## src/rtl/lpr_pkg.sv

```systemverilog
// shared types and constants of the linear prediction residual block
// no dependencies; imported by every module of the block
`default_nettype none

package lpr_pkg;

  localparam int SAMPLE_W  = 16;
  localparam int COEF_W    = 24;
  localparam int BIAS_W    = 40;
  localparam int PROD_W    = COEF_W + SAMPLE_W;
  // seven products plus the bias stay well inside this width
  localparam int SUM_W     = 44;
  localparam int FILL_W    = 3;
  localparam int CFG_IDX_W = 4;
  localparam int MAX_TAPS  = 7;

  localparam int DEF_TAPS      = 7;
  localparam int DEF_FRAC_BITS = 16;

  // register indexes: coefficients 0..6, then the bias
  localparam logic [CFG_IDX_W-1:0] REG_COEF_0 = 4'd0;
  localparam logic [CFG_IDX_W-1:0] REG_BIAS   = 4'd7;

  // one item as it travels along the chain of cells
  typedef struct packed {
    logic                vld;
    logic                init;
    logic [SAMPLE_W-1:0] smp;
    logic [SUM_W-1:0]    acc;
  } lpr_stage_t;

endpackage

`default_nettype wire

```

## src/rtl/lpr_cell.sv

```systemverilog
// one cell of the predictor chain: a history tap and one multiply-accumulate stage
// depends on lpr_pkg
`default_nettype none

module lpr_cell #(
  parameter int TAPS = lpr_pkg::DEF_TAPS,
  parameter int IDX  = 0
) (
  input  wire logic                                  clk,
  input  wire logic                                  rst,
  input  wire logic                                  en,
  input  wire logic                                  shift,
  input  wire logic [lpr_pkg::SAMPLE_W-1:0]          hist_in,
  output logic      [lpr_pkg::SAMPLE_W-1:0]          hist,
  input  wire logic [lpr_pkg::COEF_W-1:0]            coef,
  input  wire lpr_pkg::lpr_stage_t                   st_in,
  input  wire logic [TAPS-1:0][lpr_pkg::SAMPLE_W-1:0] snap_in,
  output lpr_pkg::lpr_stage_t                        st_out,
  output logic      [TAPS-1:0][lpr_pkg::SAMPLE_W-1:0] snap_out
);
  import lpr_pkg::*;

  logic signed [PROD_W-1:0] prod;
  logic        [SUM_W-1:0]  acc_next;

  assign prod     = $signed(coef) * $signed(snap_in[IDX]);
  assign acc_next = st_in.acc + {{(SUM_W-PROD_W){prod[PROD_W-1]}}, prod};

  // history tap shifts towards the older end on every accepted item
  always_ff @(posedge clk) begin
    if (rst) begin
      hist <= '0;
    end else if (shift) begin
      hist <= hist_in;
    end
  end

  // only the valid bit is reset, the payload simply follows it
  always_ff @(posedge clk) begin
    if (rst) begin
      st_out.vld <= 1'b0;
    end else if (en) begin
      st_out.vld <= st_in.vld;
    end
    if (en) begin
      st_out.init <= st_in.init;
      st_out.smp  <= st_in.smp;
      st_out.acc  <= acc_next;
      snap_out    <= snap_in;
    end
  end

endmodule

`default_nettype wire

```

## config.mk

```make
export PLATFORM = sky130hd
export DESIGN_NAME = lpr_cell
export DESIGN_NICKNAME = d
export VERILOG_FILES = /design/src/rtl/lpr_pkg.sv /design/src/rtl/lpr_cell.sv
export SDC_FILE = /design/constraint.sdc
export NUM_CORES = 1
export LEC_CHECK = 0
export ABC_AREA = 1
export BUFFER_PORTS_ARGS = -buffer_cell sky130_fd_sc_hd__buf_2
export CAP_MARGIN = 20
export CORE_MARGIN = 2
export CORE_UTILIZATION = 40
export CTS_CLUSTER_SIZE = 16
export DETAILED_ROUTE_END_ITERATION = 16
export PLACE_DENSITY_LB_ADDON = 0.08
export SETUP_SLACK_MARGIN = 0.3
export SLEW_MARGIN = 15
export SYNTH_ARGS = -nofsm -noshare
export SYNTH_HDL_FRONTEND = slang
export SYNTH_SLANG_ARGS = --single-unit
```

## constraint.sdc

```tcl
create_clock -name clk -period 9.75 [get_ports clk]
set_clock_uncertainty 0.2 [all_clocks]
set_input_delay 1.4625 -clock clk [delete_from_list [all_inputs] [get_ports clk]]
set_output_delay 1.4625 -clock clk [all_outputs]
set_load 0.005 [all_outputs]
```

==> results_dict.tcl <==
set metrics [dict create \
    status "completed" \
    synthCells 2831 \
    die_area_sq_mm 0.06168 \
    cts.sinks 190 \
    fin_setup_tns_ps 0 \
    rsz0062_at_grt "false" \
    ant_nets 0 \
    final.min_clock_period_ps 8955 \
    worstReg2RegEnd "hist[9]" \
    core_sq_mm 0.05902 \
    min_to "hist[12]" \
    grt_usage 0.2510 \
    vias_per_cell 4.863 \
    cpMaxStageDelayCell "fa_1" \
    ys_types 46 \
    synth-xor-area-share 0.02347 \
    initialDrtViolationCount 1134 \
    worst_slew_pin_slew_ps 976.8 \
    cts_buffers 17 \
    clockBufferDepth 2 \
    cts_tree "done" \
    critPathMaxFanout 25 \
    synth_top_family_by_area "adder cells" \
    place_hpwl_um 64720 \
    ff2ff_path_depth 2 \
    relSlewSlack 0.3488 \
    hold_viol 0 \
    cts-root-buf "clkbuf_16" \
    worst_r2r_startpoint "hist[9]" \
    synthDominantCellAreaShare 0.3143 \
    die_w_um 248.4 \
    synth_area_leaders "fa_1 (31%), edfxtp_1 (22%), nand2_1 (12%)" \
    fmax_ghz 0.1117 \
    synth_top_area_cell "fa_1" \
    fin_util 0.4637 \
    first_pass_iters 5 \
    crit_arrival_ps 9030 \
    period_share 0.9185 \
    start_util 0.4047 \
    drc_errors 0 \
    synth_nets 3566 \
    grt_pass1_wl_um 116500 \
    grt_pass1_vias 20330 \
    rrSetupSlack_ps 8920 \
    grt_max_degree 103 \
    final_layout_size_suffix_gt1_frac 0.1600 \
    die_y_um 248.4 \
    finalSetupViolCount 0 \
    synth-edff-count 173 \
    critPathKind "input pin to register" \
    worstSetupStartpointType "input pin" \
    placementRows 89 \
    areaGrowthSynthToFinish_pct 14.59 \
    nNetsFinal 3934 \
    cp-end-kind "register" \
    synth-compound-area-share 0.05197 \
    synth_warnings 0 \
    route.vias.total 19390 \
    synth-simple-area-share 0.1764 \
    gp_congestion 0.9367 \
    clkLatencyLatePin_ps 470 \
    synth_area_per_cell_sq_um 8.437 \
    hold_start "hist[12]" \
    hp-class "register to register" \
    crit_path_max_incr_delay_ps 530 \
    port_buffers 407 \
    drt-total-wl_um 75980 \
    drv_slew 0 \
    synth_seq_cells 190 \
    synth_ff_type "edfxtp_1" \
    pin_count 408 \
    antenna_found_initial 10 \
    synthMuxAreaShare 0.0004191 \
    synth-async-reset-ratio 0 \
    grt_overflow 0 \
    synth_area_sq_mm 0.02388 \
    ys_seq_area_frac 0.2318 \
    maxCapViolations 0 \
    cts.clk_slew.worst_paths_ps 70 \
    crit_required_ps 9830 \
    min_path_cells 2 \
    wl_per_cell_um 19.06 \
    synth_fa_ha_area_frac 0.3887 \
    htreeDepth 4 \
]
[kinds of logic (layout without fill, tap and decap cells)]
family / Yosys count / after routing
buffers and inverters: 810 / 1191
adder cells (fa/ha/maj): 517 / 517
AO/OA/AOI/OAI: 211 / 211
other: 0 / 2
flip-flops: 190 / 190
AND/OR/NAND/NOR: 1038 / 1038
XOR/XNOR: 64 / 64
multiplexers: 1 / 1
[registers in the layout, indices dropped and copies added, names as in the netlist]
register	cells
hist	16
snap_out	112
st_out	62
[cell usage after synthesis, types with 6 or more instances]
cell type,number
a21o_1,11
a21oi_1,108
a31oi_1,6
clkbuf_1,76
dfxtp_1,17
edfxtp_1,173
fa_1,375
ha_1,142
inv_1,729
nand2_1,740
nand2_2,9
nand3_1,63
nand3b_1,6
nand4_1,18
nor2_1,159
nor2_2,11
nor3_1,11
o21ai_0,37
o21ai_1,9
o21bai_1,15
or2_2,7
xnor2_1,19
xor2_1,45
[per-layer routing]
layer | share of wire | GRT usage
met2 | 0.49 | 0.4342
met3 | 0.068 | 0.04320
met4 | 0.024 | 0.07686
met1 | 0.42 | 0.3204
met5 | 0.0014 | 0
[metrics by stage]
step	hold WS, ps	instances	worst slack (ps)	cell area, sq um
2_1_floorplan	257.3	2831	1571	23880
3_3_place_gp	247.3	3953	2.940	26750
3_5_place_dp	254.0	3953	103.3	26750
4_1_cts	264.9	3985	617.1	27360
5_1_grt	282.8	3987	301.0	27370
6_report	261.7	3987	794.6	27370
[worst max-delay path by stage]
stage                            end        from  slack, ps  depth (start not counted)
after floorplan           st_out[43]    coef[13]       1570                         39
after global placement    st_out[33]  snap_in[7]          3                         29
after detailed placement  st_out[33]  snap_in[7]        100                         29
after CTS                 st_out[33]  snap_in[7]        620                         29
after global routing      st_out[36]  snap_in[2]        300                         33
final                     st_out[33]  snap_in[2]        790                         29
[layout by cell type (no fill, tap or decap), types with 7 or more instances in the layout]
| cell type | n |
|---|---|
| nand2_1 | 740 |
| inv_1 | 729 |
| buf_2 | 404 |
| fa_1 | 375 |
| edfxtp_1 | 173 |
| nor2_1 | 159 |
| ha_1 | 142 |
| a21oi_1 | 108 |
| nand3_1 | 63 |
| xor2_1 | 45 |
| o21ai_0 | 36 |
| xnor2_1 | 19 |
| clkbuf_16 | 19 |
| buf_4 | 19 |
| nand4_1 | 18 |
| dfxtp_1 | 17 |
| o21bai_1 | 15 |
| nor2_2 | 11 |
| nor3_1 | 11 |
| a21o_1 | 11 |
| o21ai_1 | 10 |
| nand2_2 | 9 |
| or2_2 | 7 |
[layout make-up]
cell class	count	area (sq um)
Fill cell	5981	31650
Multi-Input combinational cell	1831	15310
Tap cell	773	967.2
Clock buffer	20	483.0
Antenna cell	2	5.005
Inverter	733	2751
Timing Repair Buffer	426	2191
Clock inverter	12	127.6
Sequential cell	190	5535
[worst max-delay path: cells and delay by family]
| family | cells | cell delay, ps |
|---|---|---|
| adder cells (fa/ha/maj) | 8 | 3870 |
| AND/OR/NAND/NOR | 6 | 1020 |
| XOR/XNOR | 2 | 450 |
| AO/OA/AOI/OAI | 6 | 1370 |
| buffers and inverters | 7 | 840 |
[timing repair]
action                                  in CTS  in global routing
endpoints found under the setup margin       0                  3
buffers inserted                             0                  0
hold buffers                                 0                  0
resized for setup                            0                  3
Power is left out: the tool's default activity adds up to more than one toggle a clock period on the data nets, which glitch-free logic cannot reach.
