File: src/rtl/lpr_pkg.sv
// shared types and constants of the linear prediction residual block
// no dependencies; imported by every module of the block
`default_nettype none

package lpr_pkg;

  localparam int SAMPLE_W  = 16;
  localparam int COEF_W    = 24;
  localparam int BIAS_W    = 40;
  localparam int PROD_W    = COEF_W + SAMPLE_W;
  // seven products plus the bias stay well inside this width
  localparam int SUM_W     = 44;
  localparam int FILL_W    = 3;
  localparam int CFG_IDX_W = 4;
  localparam int MAX_TAPS  = 7;

  localparam int DEF_TAPS      = 7;
  localparam int DEF_FRAC_BITS = 16;

  // register indexes: coefficients 0..6, then the bias
  localparam logic [CFG_IDX_W-1:0] REG_COEF_0 = 4'd0;
  localparam logic [CFG_IDX_W-1:0] REG_BIAS   = 4'd7;

  // one item as it travels along the chain of cells
  typedef struct packed {
    logic                vld;
    logic                init;
    logic [SAMPLE_W-1:0] smp;
    logic [SUM_W-1:0]    acc;
  } lpr_stage_t;

endpackage

`default_nettype wire

File: src/rtl/lpr_round.sv
// rounding stage: half away from zero, drop fraction bits, saturate to 16 bits
// depends on lpr_pkg
`default_nettype none

module lpr_round #(
  parameter int COEF_FRAC_BITS = lpr_pkg::DEF_FRAC_BITS
) (
  input  wire logic                         clk,
  input  wire logic                         rst,
  input  wire logic                         en,
  input  wire lpr_pkg::lpr_stage_t          st_in,
  output logic                              vld,
  output logic                              init,
  output logic [lpr_pkg::SAMPLE_W-1:0]      smp,
  output logic [lpr_pkg::SAMPLE_W-1:0]      pred
);
  import lpr_pkg::*;

  localparam logic [SUM_W-1:0] HALF    = SUM_W'(1) << (COEF_FRAC_BITS - 1);
  localparam logic [SUM_W-1:0] POS_MAX = SUM_W'(32767);
  localparam logic [SUM_W-1:0] NEG_MAX = SUM_W'(32768);

  logic                neg;
  logic [SUM_W-1:0]    mag;
  logic [SUM_W-1:0]    q;
  logic [SAMPLE_W-1:0] pred_next;

  always_comb begin
    neg = st_in.acc[SUM_W-1];
    mag = neg ? (~st_in.acc + SUM_W'(1)) : st_in.acc;
    q   = (mag + HALF) >> COEF_FRAC_BITS;
    if (!neg) begin
      pred_next = (q > POS_MAX) ? 16'h7fff : q[SAMPLE_W-1:0];
    end else begin
      pred_next = (q > NEG_MAX) ? 16'h8000 : (~q[SAMPLE_W-1:0] + 16'd1);
    end
  end

  always_ff @(posedge clk) begin
    if (rst) begin
      vld <= 1'b0;
    end else if (en) begin
      vld <= st_in.vld;
    end
  end

  always_ff @(posedge clk) begin
    if (en) begin
      init <= st_in.init;
      smp  <= st_in.smp;
      pred <= pred_next;
    end
  end

endmodule

`default_nettype wire

File: config.mk
export PLATFORM = sky130hd
export DESIGN_NAME = lpr_round
export DESIGN_NICKNAME = d
export VERILOG_FILES = /design/src/rtl/lpr_pkg.sv /design/src/rtl/lpr_round.sv
export SDC_FILE = /design/constraint.sdc
export NUM_CORES = 1
export LEC_CHECK = 0
export BUFFER_PORTS_ARGS = -buffer_cell sky130_fd_sc_hd__buf_2
export CORE_MARGIN = 4
export CORE_UTILIZATION = 35
export DETAILED_ROUTE_END_ITERATION = 10
export HOLD_SLACK_MARGIN = 0.15
export PLACE_DENSITY_LB_ADDON = 0.08
export SYNTH_ARGS = -nofsm -noshare
export SYNTH_HDL_FRONTEND = slang
export SYNTH_SLANG_ARGS = --single-unit
File: constraint.sdc
create_clock -name clk -period 15.2 [get_ports clk]
set_clock_uncertainty 0.1 [all_clocks]
set_input_delay 0.76 -clock clk [delete_from_list [all_inputs] [get_ports clk]]
set_output_delay 0.76 -clock clk [all_outputs]
set_load 0.01 [all_outputs]
==> flow_metrics.py, run 1 <==
metrics = {
    "timing": {
        "worst-slew-pin-transition_ps": 1170,
        "shortest_period_the_worst_path_allows_ps": 5860,
        "timing_max_transition_violations_final": 0,
        "max_clock_freq_mhz": 171,
        "finalSetupTns_ps": 0,
        "slew-limit-headroom_pct": 21.6,
        "finalHoldViolations": 0,
        "timing.final.setup_violations": 0,
        "rsz0062_at_grt": "false",
        "min_period_over_period_pct": 38.5,
    },
    "floorplan": {
        "io_pins": 99,
        "die_area_sq_um": 11700,
        "floorplan.rows": 36,
        "chipHeight_um": 108,
        "initial_utilization_pct": 35.8,
        "core_area_sq_um": 9770,
        "fp.dieW_um": 108,
    },
    "place": {
        "detailedPlacementHpwl_um": 7080,
        "dpl.cell_count": 612,
        "routabilityCongestion": 0.868,
        "placement.io_buffers": 98,
    },
    "worst_setup_path": {
        "worstSetupEndpointType": "register",
        "critical_path_required_ps": 15250,
        "worst_ep_arrival_time_ps": 5900,
        "timing.setup.critical_path_class": "input port to register",
        "peak_fanout_along_the_critical_path": 28,
        "startpoint_type": "input port",
    },
    "logic_synthesis": {
        "synth.yosys.seq_area_share_pct": 28.9,
        "yosysMostFrequentCell": "nand2_1",
        "post_synth.cell_area_avg_sq_um": 8.77,
        "cell_taking_the_most_area_after_synthesis": "edfxtp_1",
        "yosys.area.top_type_share_pct": 28.3,
        "syn_inst": 399,
        "ys_warn_count": 0,
        "synth_top_cells_by_count": "42 x nand2_1, 33 x edfxtp_1, 27 x xnor2_1",
        "synth.distinct_cells": 68,
        "syn-cell-area_sq_um": 3500,
        "post_synth_main_area_contributors": "edfxtp_1 28%, xnor2_1 6.8%, xor2_1 6.3%, nand2_1 4.5%, o311a_1 2.9%",
        "ys_dominant_reg_cell": "edfxtp_1",
        "post_synthesis_register_bit_count": 34,
        "mappedNetlistNets": 467,
        "synth-edff-count": 33,
        "asr_flop_ratio_synth_pct": 0,
    },
    "routing": {
        "ant_nets": 0,
        "dr_total_vias": 3363,
        "route.detailed.wl_per_inst_um": 15.0,
        "drtPass1Iterations": 4,
        "route.detailed.vias_per_inst": 5.42,
        "drt_drc_violations_left": 0,
        "postRouteWirelength_um": 9330,
        "initialDrtViolationCount": 121,
    },
    "grt": {
        "vias_in_the_first_global_route": 3094,
        "global_route.overflow_total": 0,
        "grt_pass1_wl_um": 15100,
        "grt_start_max_net_pins": 71,
        "antenna_found_initial": 0,
        "grt_util_all_layers_pct": 15.6,
    },
    "final_layout": {
        "final_layout_size_suffix_gt1_share_pct": 26.3,
        "antenna_cells_inserted": 0,
        "final-instance-count-excl-fill": 620,
        "nets": 554,
        "syn2layout_area_growth_pct": 17.2,
    },
    "power_and_ir_drop": {
        "power.density_cell_area_nw_per_um2": 63.8,
        "p_leak_uw": 0.00149,
        "totalPowerFinal_uw": 262,
        "comb_power_share_pct": 33.9,
        "sequentialPowerShare_pct": 43.6,
        "peakVddDrop_v": 0.0000386,
        "switching_share_pct": 31.7,
        "p_int_uw": 179,
        "power.switching_uw": 82.8,
        "pwr-share-clk_pct": 22.5,
    },
    "status": {
        "status": "finished, final reports clean",
    },
    "clocking": {
        "cts.sink_count": 34,
        "htreeDepth": 2,
        "cts.hold.buffers_added": 0,
        "cts_made_buffers": 5,
        "tritoncts": "done",
        "clockRootBuffer": "clkbuf_8",
        "post_cts_clock_slew_at_the_launch_and_capture_registers_of_the_worst_setup_and_hold_paths_ps": 60,
        "clock_insertion_delay_worst_skew_ps": 270,
        "postCtsSetupRepairBufs": 0,
        "cts_resized": 0,
        "clk_path_buf_depth": 2,
    },
    "min_path": {
        "hp-class": "register to register",
    },
    "job": {
        "max_cap_violations": 0,
    },
}
-- routing by layer --
metal | track usage (%) | wire [um]
met4 | 3.61 | 81
met3 | 1.85 | 629
met2 | 23.5 | 3840
met1 | 23.6 | 4780
met5 | 0 | 0
-- cells by family (layout without fill, tap and decap cells) --
group           Yosys count  after routing  synth area share, %
mux                       5              5                 1.47
compound gates          110            110                 25.1
simple gates            167            167                 25.3
flops                    34             34                 28.9
buf+inv                  28            116                 5.18
fa+ha+maj                 3              3                 1.07
xor+xnor                 52             52                 13.0
-- worst paths after layout --
path	start	end	slack (ps)	cells past startpoint
min	vld	vld	390	2
max reg2reg	vld	vld	14520	2
max	st_in[8]	pred[2]	9340	16
min reg2reg	vld	vld	390	2
-- cell usage in the layout, fill, tap and decap left out, types with 6 or more instances in the layout --
cell / instances
buf_2: 98
nor2_1: 24
a21oi_1: 10
nand2_1: 42
o21ai_0: 19
xnor2_1: 27
xor2_1: 25
nor3_1: 18
inv_1: 8
o311a_1: 10
edfxtp_1: 33
or3_1: 6
nand3_1: 19
nand4_1: 9
o31ai_1: 13
nor4_1: 9
or2_2: 7
nand2b_1: 6
-- stage by stage --
step	cell area, sq um	utilization [%]	setup WS [ps]	hold slack [ps]
floorplan	3500	-	9900	428
global placement	4020	41.1	9150	379
detailed placement	4020	41.1	9040	386
CTS	4100	41.9	9330	401
global route	4100	41.9	8790	479
finish	4100	41.9	9340	395
-- power groups by stage --
stage / clock [uW] / sequential (uW) / combinational [uW]
6_report: 59.0 / 114 / 88.7
5_1_grt: 66.0 / 115 / 98.2
4_1_cts: 61.3 / 114 / 88.7
3_5_place_dp: 0 / 116 / 88.1
3_3_place_gp: 0 / 116 / 88.0
2_1_floorplan: 0 / 121 / 53.0
-- critical path, cell delays in order --
cell and delay (ps):
buf_2 90, or4_4 530, or3_1 800, o31ai_1 440, xnor2_1 110, ha_1 220
nor2b_1 170, nand2_1 80, mux2i_1 80, nor2_1 520, a211o_1 210, o211ai_1 240
nor4_1 640, a41oi_1 210, o21ai_2 500, o221a_2 290
-- flip-flops by register name (all words and copies together), names as in the netlist --
name  cells
pred     16
smp      16
init      1
vld       1
-- layout make-up --
type,instances,area [sq um]
timing repair buffer,100,505
clock inverter,3,11.3
multi-input combinational,337,2310
sequential,34,1010
clock buffer,5,68.8
inverter,8,30.0
fill,1029,5670
tap,133,166
(Power assumes the default switching activity.)
==> run 2, diff against run 1 <==
ABC_AREA = 1   (was not set)
clock period = 4.85 ns   (was 15.2 ns; I/O delays follow)
==> flow_metrics.py, run 2 <==
metrics = {
    "status": {
        "status": "finished, final reports clean",
    },
    "worst_setup_path": {
        "peak_fanout_along_the_critical_path": 15,
        "critical_path.top_delay_family": "simple AND/OR/NAND/NOR gates",
        "startpoint_type": "input port",
        "worst_ep_arrival_time_ps": 3130,
        "timing.setup.critical_path_class": "input port to register",
        "critical_path_required_ps": 4770,
        "critical_path_buf_inv_count": 2,
        "critical_path.cell_chain": "buf_2 -> nor2_1 -> nand2_2 -> nor2_4 -> nand2_2 -> nand2_2 -> nand2_1 -> nand2_2 -> ha_1 -> nand3_4 -> nor2_8 -> nand2_4 -> nor2_8 -> nand2_1 -> xor2_1 -> inv_1 -> nor3_4 -> nand3_1 -> nand2_1 -> nand2_1",
        "worstSetupEndpointType": "register",
        "critPathSlowestCell": "nor3_4",
        "worst_path_largest_cell_delay_ps": 540,
    },
    "place": {
        "placed_area_sq_um": 5190,
        "detailedPlacementHpwl_um": 10900,
        "routabilityCongestion": 0.945,
        "dpl.cell_count": 1015,
        "placement.io_buffers": 98,
    },
    "logic_synthesis": {
        "mappedNetlistNets": 825,
        "yosysMostFrequentCell": "nand2_1",
        "syn_inst": 757,
        "ys_warn_count": 0,
        "synth_top_cells_by_count": "277 x nand2_1, 99 x inv_1, 94 x nand3_1",
        "cell_taking_the_most_area_after_synthesis": "nand2_1",
        "syn-cell-area_sq_um": 4560,
        "synth.yosys.seq_area_share_pct": 22.2,
        "asr_flop_ratio_synth_pct": 0,
        "post_synth.cell_area_avg_sq_um": 6.02,
        "post_synth_main_area_contributors": "nand2_1 23%, edfxtp_1 22%, nand3_1 10%, inv_1 8.2%, nor2_1 7.2%",
        "synth.distinct_cells": 35,
        "post_synthesis_register_bit_count": 34,
        "yosys.area.top_type_share_pct": 22.8,
        "synth-edff-count": 33,
        "ys_dominant_reg_cell": "edfxtp_1",
    },
    "floorplan": {
        "floorplan.rows": 41,
        "core_area_sq_um": 12700,
        "die_area_sq_um": 14900,
        "initial_utilization_pct": 36.0,
        "io_pins": 99,
        "chipHeight_um": 122,
        "fp.dieW_um": 122,
    },
    "power_and_ir_drop": {
        "peakVddDrop_v": 0.000111,
        "p_leak_uw": 0.00285,
        "power.density_cell_area_nw_per_um2": 193,
    },
    "clocking": {
        "cts_made_buffers": 5,
        "clk_path_buf_depth": 2,
        "postCtsSetupRepairBufs": 0,
        "post_cts_clock_slew_at_the_launch_and_capture_registers_of_the_worst_setup_and_hold_paths_ps": 50,
        "tritoncts": "done",
        "cts.sink_count": 34,
        "clockRootBuffer": "clkbuf_16",
        "clock_insertion_delay_worst_skew_ps": 270,
        "htreeDepth": 2,
    },
    "timing": {
        "timing.final.setup_violations": 0,
        "finalSetupTns_ps": 0,
        "shortest_period_the_worst_path_allows_ps": 3200,
        "timing_max_transition_violations_final": 0,
        "slew-limit-headroom_pct": 52.3,
        "min_period_over_period_pct": 66.0,
        "max_clock_freq_mhz": 312,
        "finalHoldViolations": 0,
        "worst-slew-pin-transition_ps": 716,
        "rsz0062_at_grt": "false",
    },
    "final_layout": {
        "antenna_cells_inserted": 0,
        "largest_regs": "pred: 16 flops, smp: 16 flops",
        "most_common_library_cell_in_the_layout_ignoring_fill_and_taps": "nand2_1",
        "nets": 937,
        "final-instance-count-excl-fill": 1042,
        "fin_area_sq_um": 5570,
        "final_core_area_utilization_pct": 44.0,
        "syn2layout_area_growth_pct": 22.3,
        "most-common-layout-cells": "277 x nand2_1, 99 x inv_1, 98 x buf_2, 94 x nand3_1, 87 x nor2_1",
        "final_layout_size_suffix_gt1_share_pct": 22.0,
        "layout.filler_cells": 1380,
    },
    "grt": {
        "grt_util_all_layers_pct": 17.2,
        "antenna_found_initial": 0,
        "vias_in_the_first_global_route": 4469,
        "global_route.overflow_total": 0,
        "grt_start_max_net_pins": 46,
        "grt_pass1_wl_um": 20900,
    },
    "routing": {
        "initialDrtViolationCount": 190,
        "drt_drc_violations_left": 0,
        "drtPass1Iterations": 5,
        "route.detailed.wl_per_inst_um": 12.2,
        "dr_total_vias": 4863,
        "ant_nets": 0,
        "route.detailed.vias_per_inst": 4.67,
        "postRouteWirelength_um": 12700,
    },
    "job": {
        "max_cap_violations": 0,
    },
    "min_path": {
        "hp-class": "input port to register",
    },
}
==> run 2: cell types whose count changed after synthesis, sizes merged, moves of 12 or more <==
cell   before  now
nand2      42  314
xnor2      27    3
o31ai      14    0
inv         8  104
xor2       25    8
nor3       18    6
nand4       9   34
nor2       24  117
nand3      19  102
o21ai      21    8
==> run 2: final cells by class <==
cell class | instances | area [sq um] | share of cell area [%]
clock buffers | 5 | 125 | 2.24
clock inverters | 3 | 63.8 | 1.14
inverters | 105 | 394 | 7.07
multi-input cells | 605 | 3060 | 55.0
flip-flops and latches | 34 | 1010 | 18.1
well taps | 172 | 215 | 3.86
repair buffers | 118 | 701 | 12.6
==> run 2: layer usage <==
layer  wire [um]  part of all wire [%]  GRT usage [%]  vias up
met1        5820                    46           22.1     2112
li1            -                     -              -     2620
met2        6030                    47           30.4      116
met3         595                   4.7           1.62       15
met5           0                     0              0        -
met4         287                   2.3           5.46        0
==> run 2: what timing repair did <==
action	in CTS	in global routing
gates resized for setup	0	0
endpoints found under the hold margin	18	0
hold buffers	19	0
==> run 2: path summary, 6_finish.rpt <==
kind / end / slack [ps] / cells after the start / from
setup / recovery: pred[4] / 1650 / 20 / st_in[6]
hold / removal: pred[1] / 470 / 1 / en
setup reg to reg: vld / 3610 / 3 / vld
hold reg to reg: vld / 950 / 3 / vld
==> run 2: through the flow <==
stage	hold WS, ps	total power [uW]	setup slack (ps)
detailed placement	305	676	1380
global placement	303	673	1410
floorplan	215	571	1910
CTS	480	1090	1660
global route	516	1150	1340
finish	468	1080	1650
==> run 2: power by group <==
group          switching (uW)  internal, uW
Clock                     106           292
Combinational             215           112
Sequential               4.29           348
==> run 2: kinds of logic after synthesis <==
kind of cell | synth area share, %
buffers and inverters | 10.6
flip-flops | 22.2
XOR/XNOR | 2.28
AND/OR/NAND/NOR | 62.1
AO/OA/AOI/OAI | 1.81
adder cells (fa/ha/maj) | 0.823
multiplexers | 0.220
==> run 2: worst reg2reg max path, delay by kind of cell (launching register included) <==
kind          cells  cell delay [ps]
simple gates      1               60
flops             1              300
buf+inv           1              550
mux               1              120
